--- config.mk ---
export PLATFORM = sky130hd
export DESIGN_NAME = ima_adpcm_nibble_decoder_core_flat
export DESIGN_NICKNAME = d
export VERILOG_FILES = /design/src/hw/rtl/imad_pkg.sv /design/src/hw/rtl/imad_if.sv /design/src/hw/rtl/ima_adpcm_nibble_decoder_core.sv /design/src/hw/rtl/imad_nibble_dec.sv /design/src/flat_wrapper.sv
export SDC_FILE = /design/constraint.sdc
export NUM_CORES = 1
export LEC_CHECK = 0
export BUFFER_PORTS_ARGS = -buffer_cell sky130_fd_sc_hd__buf_4
export CORE_MARGIN = 5
export CORE_UTILIZATION = 50
export CTS_CLUSTER_SIZE = 14
export DETAILED_ROUTE_END_ITERATION = 6
export GPL_TIMING_DRIVEN = 0
export PLACE_DENSITY = 0.67
export RECOVER_POWER = 50
export SYNTH_ARGS = -nofsm -noshare
export SYNTH_HDL_FRONTEND = slang
export SYNTH_SLANG_ARGS = --single-unit
--- constraint.sdc ---
create_clock -name clk -period 11.3 [get_ports clk]
set_input_delay 2.26 -clock clk [delete_from_list [all_inputs] [get_ports clk]]
set_output_delay 2.26 -clock clk [all_outputs]
set_load 0.1 [all_outputs]
--- src/hw/rtl/imad_pkg.sv ---
`default_nettype none
package imad_pkg;

    localparam int unsigned PRED_W = 16;
    localparam int unsigned IDX_W  = 7;
    localparam int unsigned STEP_W = 15;
    localparam int unsigned POS_W  = 3;

    localparam logic [IDX_W-1:0] MAX_STEP_INDEX = 7'd88;

    localparam logic signed [PRED_W-1:0] PRED_MAX = 16'sh7FFF;
    localparam logic signed [PRED_W-1:0] PRED_MIN = -16'sh7FFF;

    // header byte positions; HDR_DONE means data bytes follow
    localparam logic [POS_W-1:0] HDR_PRED_LO = 3'd0;
    localparam logic [POS_W-1:0] HDR_PRED_HI = 3'd1;
    localparam logic [POS_W-1:0] HDR_STEP_LO = 3'd2;
    localparam logic [POS_W-1:0] HDR_STEP_HI = 3'd3;
    localparam logic [POS_W-1:0] HDR_DONE    = 3'd4;

    typedef struct packed {
        logic signed [PRED_W-1:0] predictor;
        logic [IDX_W-1:0]         step_idx;
    } dec_state_t;

    localparam logic [STEP_W-1:0] STEP_TABLE [0:88] = '{
        15'd7,     15'd8,     15'd9,     15'd10,    15'd11,
        15'd12,    15'd13,    15'd14,    15'd16,    15'd17,
        15'd19,    15'd21,    15'd23,    15'd25,    15'd28,
        15'd31,    15'd34,    15'd37,    15'd41,    15'd45,
        15'd50,    15'd55,    15'd60,    15'd66,    15'd73,
        15'd80,    15'd88,    15'd97,    15'd107,   15'd118,
        15'd130,   15'd143,   15'd157,   15'd173,   15'd190,
        15'd209,   15'd230,   15'd253,   15'd279,   15'd307,
        15'd337,   15'd371,   15'd408,   15'd449,   15'd494,
        15'd544,   15'd598,   15'd658,   15'd724,   15'd796,
        15'd876,   15'd963,   15'd1060,  15'd1166,  15'd1282,
        15'd1411,  15'd1552,  15'd1707,  15'd1878,  15'd2066,
        15'd2272,  15'd2499,  15'd2749,  15'd3024,  15'd3327,
        15'd3660,  15'd4026,  15'd4428,  15'd4871,  15'd5358,
        15'd5894,  15'd6484,  15'd7132,  15'd7845,  15'd8630,
        15'd9493,  15'd10442, 15'd11487, 15'd12635, 15'd13899,
        15'd15289, 15'd16818, 15'd18500, 15'd20350, 15'd22385,
        15'd24623, 15'd27086, 15'd29794, 15'd32767
    };

    function automatic logic [STEP_W-1:0] step_size(input logic [IDX_W-1:0] idx);
        logic [IDX_W-1:0] i;
        i = (idx > MAX_STEP_INDEX) ? MAX_STEP_INDEX : idx;
        return STEP_TABLE[i];
    endfunction

    // -1 for magnitudes 0..3, then 2, 4, 6, 8
    function automatic logic signed [4:0] index_adjust(input logic [3:0] code);
        logic [2:0] m;
        m = {1'b0, code[1:0]} + 3'd1;
        return code[2] ? $signed({1'b0, m, 1'b0}) : -5'sd1;
    endfunction

endpackage
`default_nettype wire

--- src/hw/rtl/imad_if.sv ---
`default_nettype none
interface imad_byte_if;
    logic       valid;
    logic       ready;
    logic [7:0] data_byte;
    logic       start_of_block;

    modport source (output valid, output data_byte, output start_of_block, input ready);
    modport sink   (input valid, input data_byte, input start_of_block, output ready);
endinterface

interface imad_sample_if;
    logic               valid;
    logic               ready;
    logic signed [15:0] sample;
    logic               last_of_pair;

    modport source (output valid, output sample, output last_of_pair, input ready);
    modport sink   (input valid, input sample, input last_of_pair, output ready);
endinterface
`default_nettype wire

--- src/hw/rtl/ima_adpcm_nibble_decoder_core.sv ---
`default_nettype none
// 4-bit IMA ADPCM decoder, one stream byte per input beat.
// bytes: data_byte plus start_of_block; a marked byte opens a 4-byte header
//   (predictor low, predictor high, step index low, step index high).
//   Header bytes give no output. After reset the first four bytes are a header.
// samples: one signed 16-bit sample per beat, low nibble first; last_of_pair
//   is set on the high-nibble sample.
// A data byte waits in the input register while its nibbles are decoded in turn
//   into the output register, low nibble first, then high nibble.
// The input register frees a header byte as soon as it is taken, a data byte only
//   after both nibbles have passed the single nibble decoder that they share.
// A one-byte input register decouples the channels; bytes.ready is high when
//   that register is empty or is being drained in the same cycle.
// When samples.ready is low the output register holds and the input stalls
//   once the held byte is waiting on it; nothing is dropped.
// Reset clears the header position, predictor, step index and both valids.
module ima_adpcm_nibble_decoder_core (
    input  wire logic            clk,
    input  wire logic            rst_n,
    imad_byte_if.sink            bytes,
    imad_sample_if.source        samples
);

    logic                          buf_valid_reg;
    logic [7:0]                    buf_byte_reg;
    logic                          buf_start_reg;
    logic                          phase_reg;
    logic                          phase_next;
    logic [imad_pkg::POS_W-1:0]    hdr_pos_reg;
    logic [imad_pkg::POS_W-1:0]    hdr_pos_next;
    imad_pkg::dec_state_t          st_reg;
    imad_pkg::dec_state_t          st_next;
    imad_pkg::dec_state_t          dec_out;
    logic                          out_valid_reg;
    logic signed [15:0]            out_sample_reg;
    logic                          out_last_reg;

    logic [imad_pkg::POS_W-1:0]    eff_pos;
    logic                          is_hdr;
    logic                          out_free;
    logic                          proc_hdr;
    logic                          proc_dat;
    logic                          buf_done;
    logic                          in_fire;
    logic [3:0]                    code;

    assign eff_pos  = buf_start_reg ? imad_pkg::HDR_PRED_LO : hdr_pos_reg;
    assign is_hdr   = (eff_pos != imad_pkg::HDR_DONE);
    assign out_free = !out_valid_reg || samples.ready;
    assign proc_hdr = buf_valid_reg && is_hdr;
    assign proc_dat = buf_valid_reg && !is_hdr && out_free;
    assign buf_done = proc_hdr || (proc_dat && phase_reg);
    assign in_fire  = bytes.valid && bytes.ready;
    assign code     = phase_reg ? buf_byte_reg[7:4] : buf_byte_reg[3:0];

    assign bytes.ready          = !buf_valid_reg || buf_done;
    assign samples.valid        = out_valid_reg;
    assign samples.sample       = out_sample_reg;
    assign samples.last_of_pair = out_last_reg;

    imad_nibble_dec u_dec (
        .cur  (st_reg),
        .code (code),
        .nxt  (dec_out)
    );

    always_comb
    begin
        st_next      = st_reg;
        hdr_pos_next = hdr_pos_reg;
        phase_next   = phase_reg;
        if (proc_hdr)
        begin
            case (eff_pos)
                imad_pkg::HDR_PRED_LO:
                begin
                    st_next.predictor[7:0] = buf_byte_reg;
                end
                imad_pkg::HDR_PRED_HI:
                begin
                    st_next.predictor[15:8] = buf_byte_reg;
                end
                imad_pkg::HDR_STEP_LO:
                begin
                    st_next.step_idx = (buf_byte_reg > {1'b0, imad_pkg::MAX_STEP_INDEX}) ?
                                       imad_pkg::MAX_STEP_INDEX : buf_byte_reg[6:0];
                end
                imad_pkg::HDR_STEP_HI:
                begin
                    if (buf_byte_reg != 8'd0)
                    begin
                        st_next.step_idx = imad_pkg::MAX_STEP_INDEX;
                    end
                end
                default:
                begin
                    st_next = st_reg;
                end
            endcase
            hdr_pos_next = eff_pos + 3'd1;
        end
        else if (proc_dat)
        begin
            st_next    = dec_out;
            phase_next = !phase_reg;
        end
    end

    always_ff @(posedge clk or negedge rst_n)
    begin
        if (!rst_n)
        begin
            buf_valid_reg <= 1'b0;
            buf_start_reg <= 1'b0;
            phase_reg     <= 1'b0;
            hdr_pos_reg   <= imad_pkg::HDR_PRED_LO;
            st_reg        <= '0;
            out_valid_reg <= 1'b0;
        end
        else
        begin
            if (in_fire)
            begin
                buf_valid_reg <= 1'b1;
                buf_start_reg <= bytes.start_of_block;
            end
            else if (buf_done)
            begin
                buf_valid_reg <= 1'b0;
            end
            phase_reg   <= phase_next;
            hdr_pos_reg <= hdr_pos_next;
            st_reg      <= st_next;
            if (proc_dat)
            begin
                out_valid_reg <= 1'b1;
            end
            else if (samples.ready)
            begin
                out_valid_reg <= 1'b0;
            end
        end
    end

    always_ff @(posedge clk)
    begin
        if (in_fire)
        begin
            buf_byte_reg <= bytes.data_byte;
        end
        if (proc_dat)
        begin
            out_sample_reg <= dec_out.predictor;
            out_last_reg   <= phase_reg;
        end
    end

endmodule
`default_nettype wire

--- src/hw/rtl/imad_nibble_dec.sv ---
`default_nettype none
module imad_nibble_dec (
    input  imad_pkg::dec_state_t cur,
    input  logic [3:0]           code,
    output imad_pkg::dec_state_t nxt
);

    logic [imad_pkg::IDX_W-1:0]  idx;
    logic [imad_pkg::STEP_W-1:0] step;
    logic [15:0]                 diff;
    logic signed [8:0]           idx_sum;
    logic signed [17:0]          acc;

    assign idx  = (cur.step_idx > imad_pkg::MAX_STEP_INDEX) ?
                  imad_pkg::MAX_STEP_INDEX : cur.step_idx;
    assign step = imad_pkg::step_size(idx);

    always_comb
    begin
        diff = {4'd0, step[14:3]};
        if (code[0])
        begin
            diff = diff + {3'd0, step[14:2]};
        end
        if (code[1])
        begin
            diff = diff + {2'd0, step[14:1]};
        end
        if (code[2])
        begin
            diff = diff + {1'b0, step};
        end
    end

    always_comb
    begin
        idx_sum = $signed({2'b00, idx}) + 9'(imad_pkg::index_adjust(code));
        if (idx_sum < 9'sd0)
        begin
            nxt.step_idx = '0;
        end
        else if (idx_sum > $signed({2'b00, imad_pkg::MAX_STEP_INDEX}))
        begin
            nxt.step_idx = imad_pkg::MAX_STEP_INDEX;
        end
        else
        begin
            nxt.step_idx = idx_sum[imad_pkg::IDX_W-1:0];
        end
    end

    // sign bit of the code selects subtract; each direction saturates on its own side
    always_comb
    begin
        if (!code[3])
        begin
            acc = 18'(cur.predictor) + $signed({2'b00, diff});
            nxt.predictor = (acc > 18'(imad_pkg::PRED_MAX)) ?
                            imad_pkg::PRED_MAX : acc[15:0];
        end
        else
        begin
            acc = 18'(cur.predictor) - $signed({2'b00, diff});
            nxt.predictor = (acc < 18'(imad_pkg::PRED_MIN)) ?
                            imad_pkg::PRED_MIN : acc[15:0];
        end
    end

endmodule
`default_nettype wire

--- src/flat_wrapper.sv ---
// flat-port wrapper written by rule: the top's interface ports become plain ports
module ima_adpcm_nibble_decoder_core_flat 
  (clk, rst_n, bytes_valid, bytes_data_byte, bytes_start_of_block, bytes_ready, samples_valid, samples_sample, samples_last_of_pair, samples_ready);
  imad_byte_if bytes_i ();
  imad_sample_if samples_i ();
  input  wire logic clk;
  input  wire logic rst_n;
  input wire logic [$bits(bytes_i.valid)-1:0] bytes_valid;
  input wire logic [$bits(bytes_i.data_byte)-1:0] bytes_data_byte;
  input wire logic [$bits(bytes_i.start_of_block)-1:0] bytes_start_of_block;
  output wire logic [$bits(bytes_i.ready)-1:0] bytes_ready;
  output wire logic [$bits(samples_i.valid)-1:0] samples_valid;
  output wire logic [$bits(samples_i.sample)-1:0] samples_sample;
  output wire logic [$bits(samples_i.last_of_pair)-1:0] samples_last_of_pair;
  input wire logic [$bits(samples_i.ready)-1:0] samples_ready;
  assign bytes_i.valid = bytes_valid;
  assign bytes_i.data_byte = bytes_data_byte;
  assign bytes_i.start_of_block = bytes_start_of_block;
  assign bytes_ready = bytes_i.ready;
  assign samples_valid = samples_i.valid;
  assign samples_sample = samples_i.sample;
  assign samples_last_of_pair = samples_i.last_of_pair;
  assign samples_i.ready = samples_ready;
  ima_adpcm_nibble_decoder_core u_core (.clk(clk), .rst_n(rst_n), .bytes(bytes_i), .samples(samples_i));
endmodule
==> results of run 1 <==
layer usage:
| layer | share of wire, % | wire length (µm) | track usage [%] |
|---|---|---|---|
| met2 | 45 | 12400 | 43.5 |
| met4 | 3.0 | 819 | 7.22 |
| met3 | 5.8 | 1580 | 2.02 |
| met5 | 0 | 0 | 0 |
| met1 | 46 | 12500 | 36.6 |
layout make-up:
| cell class | count | area share [%] |
|---|---|---|
| Timing Repair Buffer | 32 | 2.39 |
| Sequential cell | 55 | 15.9 |
| Multi-Input combinational cell | 973 | 71.2 |
| Buffer | 68 | 3.00 |
| Tap cell | 225 | 2.98 |
| Clock inverter | 1 | 0.0398 |
| Inverter | 74 | 2.94 |
| Clock buffer | 7 | 1.51 |
synthesized netlist by cell type, types with 10 or more instances:
cell type    n
inv_1       68
dfrtp_1     30
a21oi_1     95
a31oi_1     27
mux2i_1     14
nand3_1     28
clkbuf_1    53
xnor2_1     37
xor2_1      15
nand2b_1    17
o211ai_1    17
a21o_1      21
mux2_2      20
nor3_1      36
o21bai_1    11
nand2_1    100
nor2_1     117
edfxtp_1    25
o31ai_1     13
a211oi_1    15
or2_2       10
ha_1        91
nor2b_1     14
o21ai_0     78
nor3b_1     10
o21a_1      12
critical path, delay by kind of cell, from the launching register on:
kind / cells / cell delay [ps]
AOI/OAI and AO/OA: 19 / 4030
and+or+nand+nor: 9 / 2420
adders and majority gates: 5 / 1530
buffers and inverters: 3 / 1260
muxes: 2 / 580
DFF: 1 / 400
xor gates and xnor gates: 2 / 240
cells by family after synthesis:
logic type | count (synthesis) | synth area share [%]
and+or+nand+nor | 396 | 22.3
AOI/OAI and AO/OA | 392 | 30.2
xor gates and xnor gates | 52 | 5.21
adders and majority gates | 99 | 14.6
buffers and inverters | 142 | 6.38
DFF | 55 | 17.2
muxes | 34 | 4.18
path summary, 6_finish.rpt:
path                             startpoint                          end  slack [ps]
min                        u_core.phase_reg  u_core.samples.last_of_pair         460
min in group asynchronous             rst_n             u_core.phase_reg        2390
max in group asynchronous             rst_n            u_core.st_reg[18]        7940
min reg2reg                u_core.phase_reg  u_core.samples.last_of_pair         460
max reg2reg                u_core.st_reg[3]            u_core.st_reg[14]         690
max                        u_core.st_reg[3]            u_core.st_reg[14]         690
metrics by stage:
stage	setup slack [ps]	cell area (µm²)
floorplan	2240	8750
global placement	122	9260
detailed placement	154	9290
CTS	50.1	9430
global route	156	9430
finish	688	9430
==> impl_metrics.yaml, run 1 <==
run_status:
  outcome: "complete, but fails checks"
  violations: "max-capacitance violations, max-slew violations"
cts:
  worstSkewPairLatency_ps: 280
  postCtsHoldBufs: 0
  root_buffer: "clkbuf_16"
  cts_tree: "built"
  cts_resized: 0
  cts_made_buffers: 5
  clock_sinks: 55
  path_clk_slew_ps: 70
  cts_max_level: 2
  clockBufferDepth: 2
  postCtsSetupRepairBufs: 0
yosys:
  syn_nets: 1280
  synth_ff_type: "dfrtp_1"
  synthArstFlopShare_pct: 54.5
  ys_types: 88
  synth_area_leaders: "ha_1 (13%), dfrtp_1 (8.6%), edfxtp_1 (8.6%), a21oi_1 (5.4%), nor2_1 (5.0%)"
  yosysTopAreaCellShare_pct: 13.0
  yosys_warnings: 0
  syn_inst: 1170
  synth-seq-cells: 55
  syn_area_um2: 8750
  synth_top_cell_by_area: "ha_1"
  synth-edff-count: 25
  ys_seq_area_share_pct: 17.2
  avgSynthCellArea_um2: 7.48
timing:
  rsz0062_at_grt: "no"
  tns_ps: 0
  hold_viol: 0
  finClkSkew_ps: 9.39
  maxSlewViolCount: 31
  period_share_pct: 93.9
  slew_headroom_pct: -10.1
  fmax_mhz: 94.2
  period_needed_ps: 10610
  setup_viol: 0
  fin_hold_ws_ps: 460
  worst_slew_pin_slew_ps: 1650
detailed_routing:
  drcViolationCount: 0
  drtPass1Iterations: 6
  wirelength_um: 27300
  via_per_inst: 6.31
  routedWlPerCell_um: 19.1
  via_count: 9062
  postRouteAntennaNets: 0
  drt_iter0_drc: 877
finish:
  instances_no_fill: 1435
  utilization_pct: 54.7
  final_nets: 1319
  fillCellCount: 1708
  drive_above_1_share_pct: 9.26
  layout_common_cells: "nor2_1 (115), nand2_1 (100), a21oi_1 (95)"
  largest_reg_flops: 23
  seq_area_um2: 1500
  layout_commonest_cell: "nor2_1"
  antenna_cells: 0
  syn_to_final_growth_pct: 7.84
  multi_input_area_um2: 6720
critical_path:
  cp_max_fo: 10
  cp.required_ps: 11460
  cp-end-kind: "register"
  worst-r2r-cell-count: 40
  slowest_delay_ps: 580
  crit_path_frequent_cell: "ha_1"
  cp-start-kind: "register"
  crit_type: "reg2reg"
  cp.arrival_ps: 10780
  crit_slowest_cell: "or4b_4"
global_route:
  grt_overflow: 0
  antenna_found_initial: 0
  grt_use_total_pct: 26.2
  grt_pass1_vias: 8271
  grt_max_degree: 31
  grt_first_pass_wirelength_um: 43400
placement:
  hpwlAfterDp_um: 21400
  place_inst: 1427
  gp_congestion: 0.979
  portBuffers: 31
flow_run:
  cap_violations: 1
floorplanning:
  die_w_um: 142
  dieArea_um2: 20200
  io_pins: 32
  die_h_um: 142
  coreArea_um2: 17200
  placementRows: 48
  initial_core_util_pct: 50.7
hold_path:
  whs_path_depth: 0
  hold_path_class: "reg2reg"
Power of run 1 is left out: the tool's default activity adds up to more than one toggle a clock period on the data nets, which glitch-free logic cannot reach.
==> run 2, diff against run 1 <==
--- a/config.mk
+++ b/config.mk
@@ -7,11 +7,10 @@
 export LEC_CHECK = 0
 export BUFFER_PORTS_ARGS = -buffer_cell sky130_fd_sc_hd__buf_4
 export CORE_MARGIN = 5
-export CORE_UTILIZATION = 50
+export CORE_UTILIZATION = 30
 export CTS_CLUSTER_SIZE = 14
 export DETAILED_ROUTE_END_ITERATION = 6
 export GPL_TIMING_DRIVEN = 0
-export PLACE_DENSITY = 0.67
 export RECOVER_POWER = 50
 export SYNTH_ARGS = -nofsm -noshare
 export SYNTH_HDL_FRONTEND = slang
==> run 2 against run 1 <==
The flow still finishes with violations (max-capacitance violations, max-slew violations). Die area is 61% higher. Design area grew 2.2%. Routed wire length up 5.9%. Global-route usage down 9.4 points. Worst setup slack worse by 250 ps. Worst hold slack lost 14 ps. Non-clock buffer count unchanged. First-iteration DRC count fell by 13%.
==> impl_metrics.yaml, run 2 (synthesized netlist as in run 1, its figures left out) <==
timing:
  slew_headroom_pct: -10.3
  tns_ps: 0
  rsz0062_at_grt: "no"
  finClkSkew_ps: 11.1
  fmax_mhz: 92.1
  layout_setup_ws_ps: 438
  period_needed_ps: 10860
  worst_slew_pin_slew_ps: 1650
  setup_viol: 0
  period_share_pct: 96.1
  maxSlewViolCount: 31
  hold_viol: 0
placement:
  portBuffers: 31
  gp_congestion: 0.975
  hpwlAfterDp_um: 22700
  place_inst: 1586
  place_ws_ps: 160
detailed_routing:
  wirelength_um: 29000
  drcViolationCount: 0
  via_count: 9005
  via_per_inst: 5.65
  postRouteAntennaNets: 0
  routedWlPerCell_um: 18.2
  drtPass1Iterations: 7
  drt_iter0_drc: 759
global_route:
  grt_max_degree: 31
  grt_use_total_pct: 16.8
  antenna_found_initial: 0
  grt_first_pass_wirelength_um: 46000
  grt_overflow: 0
  grt_pass1_vias: 8575
floorplanning:
  initial_core_util_pct: 30.4
  dieArea_um2: 32700
  die_w_um: 181
  coreArea_um2: 28800
  io_pins: 32
  placementRows: 62
  die_h_um: 181
cts:
  postCtsHoldBufs: 0
  cts_made_buffers: 5
  cts_resized: 0
  root_buffer: "clkbuf_16"
  postCtsSetupRepairBufs: 0
  worstSkewPairLatency_ps: 290
  clockBufferDepth: 2
  cts_max_level: 2
  path_clk_slew_ps: 70
  cts_tree: "built"
  clock_sinks: 55
finish:
  syn_to_final_growth_pct: 10.2
  utilization_pct: 33.5
  fillCellCount: 3058
  antenna_cells: 0
  layout_common_cells: "nor2_1 (115), nand2_1 (100), a21oi_1 (95)"
  drive_above_1_share_pct: 9.26
  instances_no_fill: 1594
  layout_commonest_cell: "nor2_1"
  final_nets: 1319
  largest_reg_flops: 23
run_status:
  violations: "max-capacitance violations, max-slew violations"
  outcome: "complete, but fails checks"
critical_path:
  crit_slowest_cell: "or4b_4"
  crit_path_frequent_cell: "ha_1"
  cp-start-kind: "register"
  cp.arrival_ps: 11040
  slowest_delay_ps: 590
  cp_max_fo: 10
  cp-end-kind: "register"
  cp.required_ps: 11480
  crit_type: "reg2reg"
hold_path:
  hold_path_class: "reg2reg"
flow_run:
  cap_violations: 1
run 2: layer usage:
metal / track usage [%] / part of all wire, % / vias to the layer above
met5: 0 / 0 / -
met4: 6.41 / 4.1 / 0
met3: 1.71 / 5.7 / 66
met2: 26.6 / 44 / 325
met1: 23.6 / 47 / 4220
li1: - / - / 4394
run 2: path summary, 6_finish.rpt:
kind | startpoint | endpoint | slack [ps] | cells past startpoint
min in group asynchronous | rst_n | u_core.samples.valid | 2380 | 1
worst max register to register | u_core.st_reg[6] | u_core.st_reg[19] | 440 | 42
worst max-delay path | u_core.st_reg[6] | u_core.st_reg[19] | 440 | 42
worst min register to register | u_core.phase_reg | u_core.samples.last_of_pair | 450 | 0
max in group asynchronous | rst_n | u_core.st_reg[9] | 7940 | 1
worst min-delay path | u_core.phase_reg | u_core.samples.last_of_pair | 450 | 0
run 2: through the flow:
step,hold WS [ps],cell area [µm²]
after floorplan,423,8750
after global placement,428,9460
after detailed placement,429,9490
after CTS,446,9640
after global routing,468,9640
final,446,9640
run 2: layout make-up:
type	instances	area [µm²]	share of cell area, %
clock buffers	7	143	1.48
repair buffers	32	221	2.30
multi-input cells	973	6730	69.8
flip-flops and latches	55	1500	15.6
clock inverters	1	8.76	0.0908
well taps	384	480	4.98
plain buffers	68	282	2.92
inverters	74	278	2.88
run 2: critical path: cells and delay by family (launching register included):
kind	cells	cell delay, ps
fa+ha+maj	5	1560
buf+inv	3	650
flops	1	490
mux	3	940
simple gates	10	2850
xor+xnor	2	250
compound gates	19	3950
Power of run 2 is left out for the same reason.
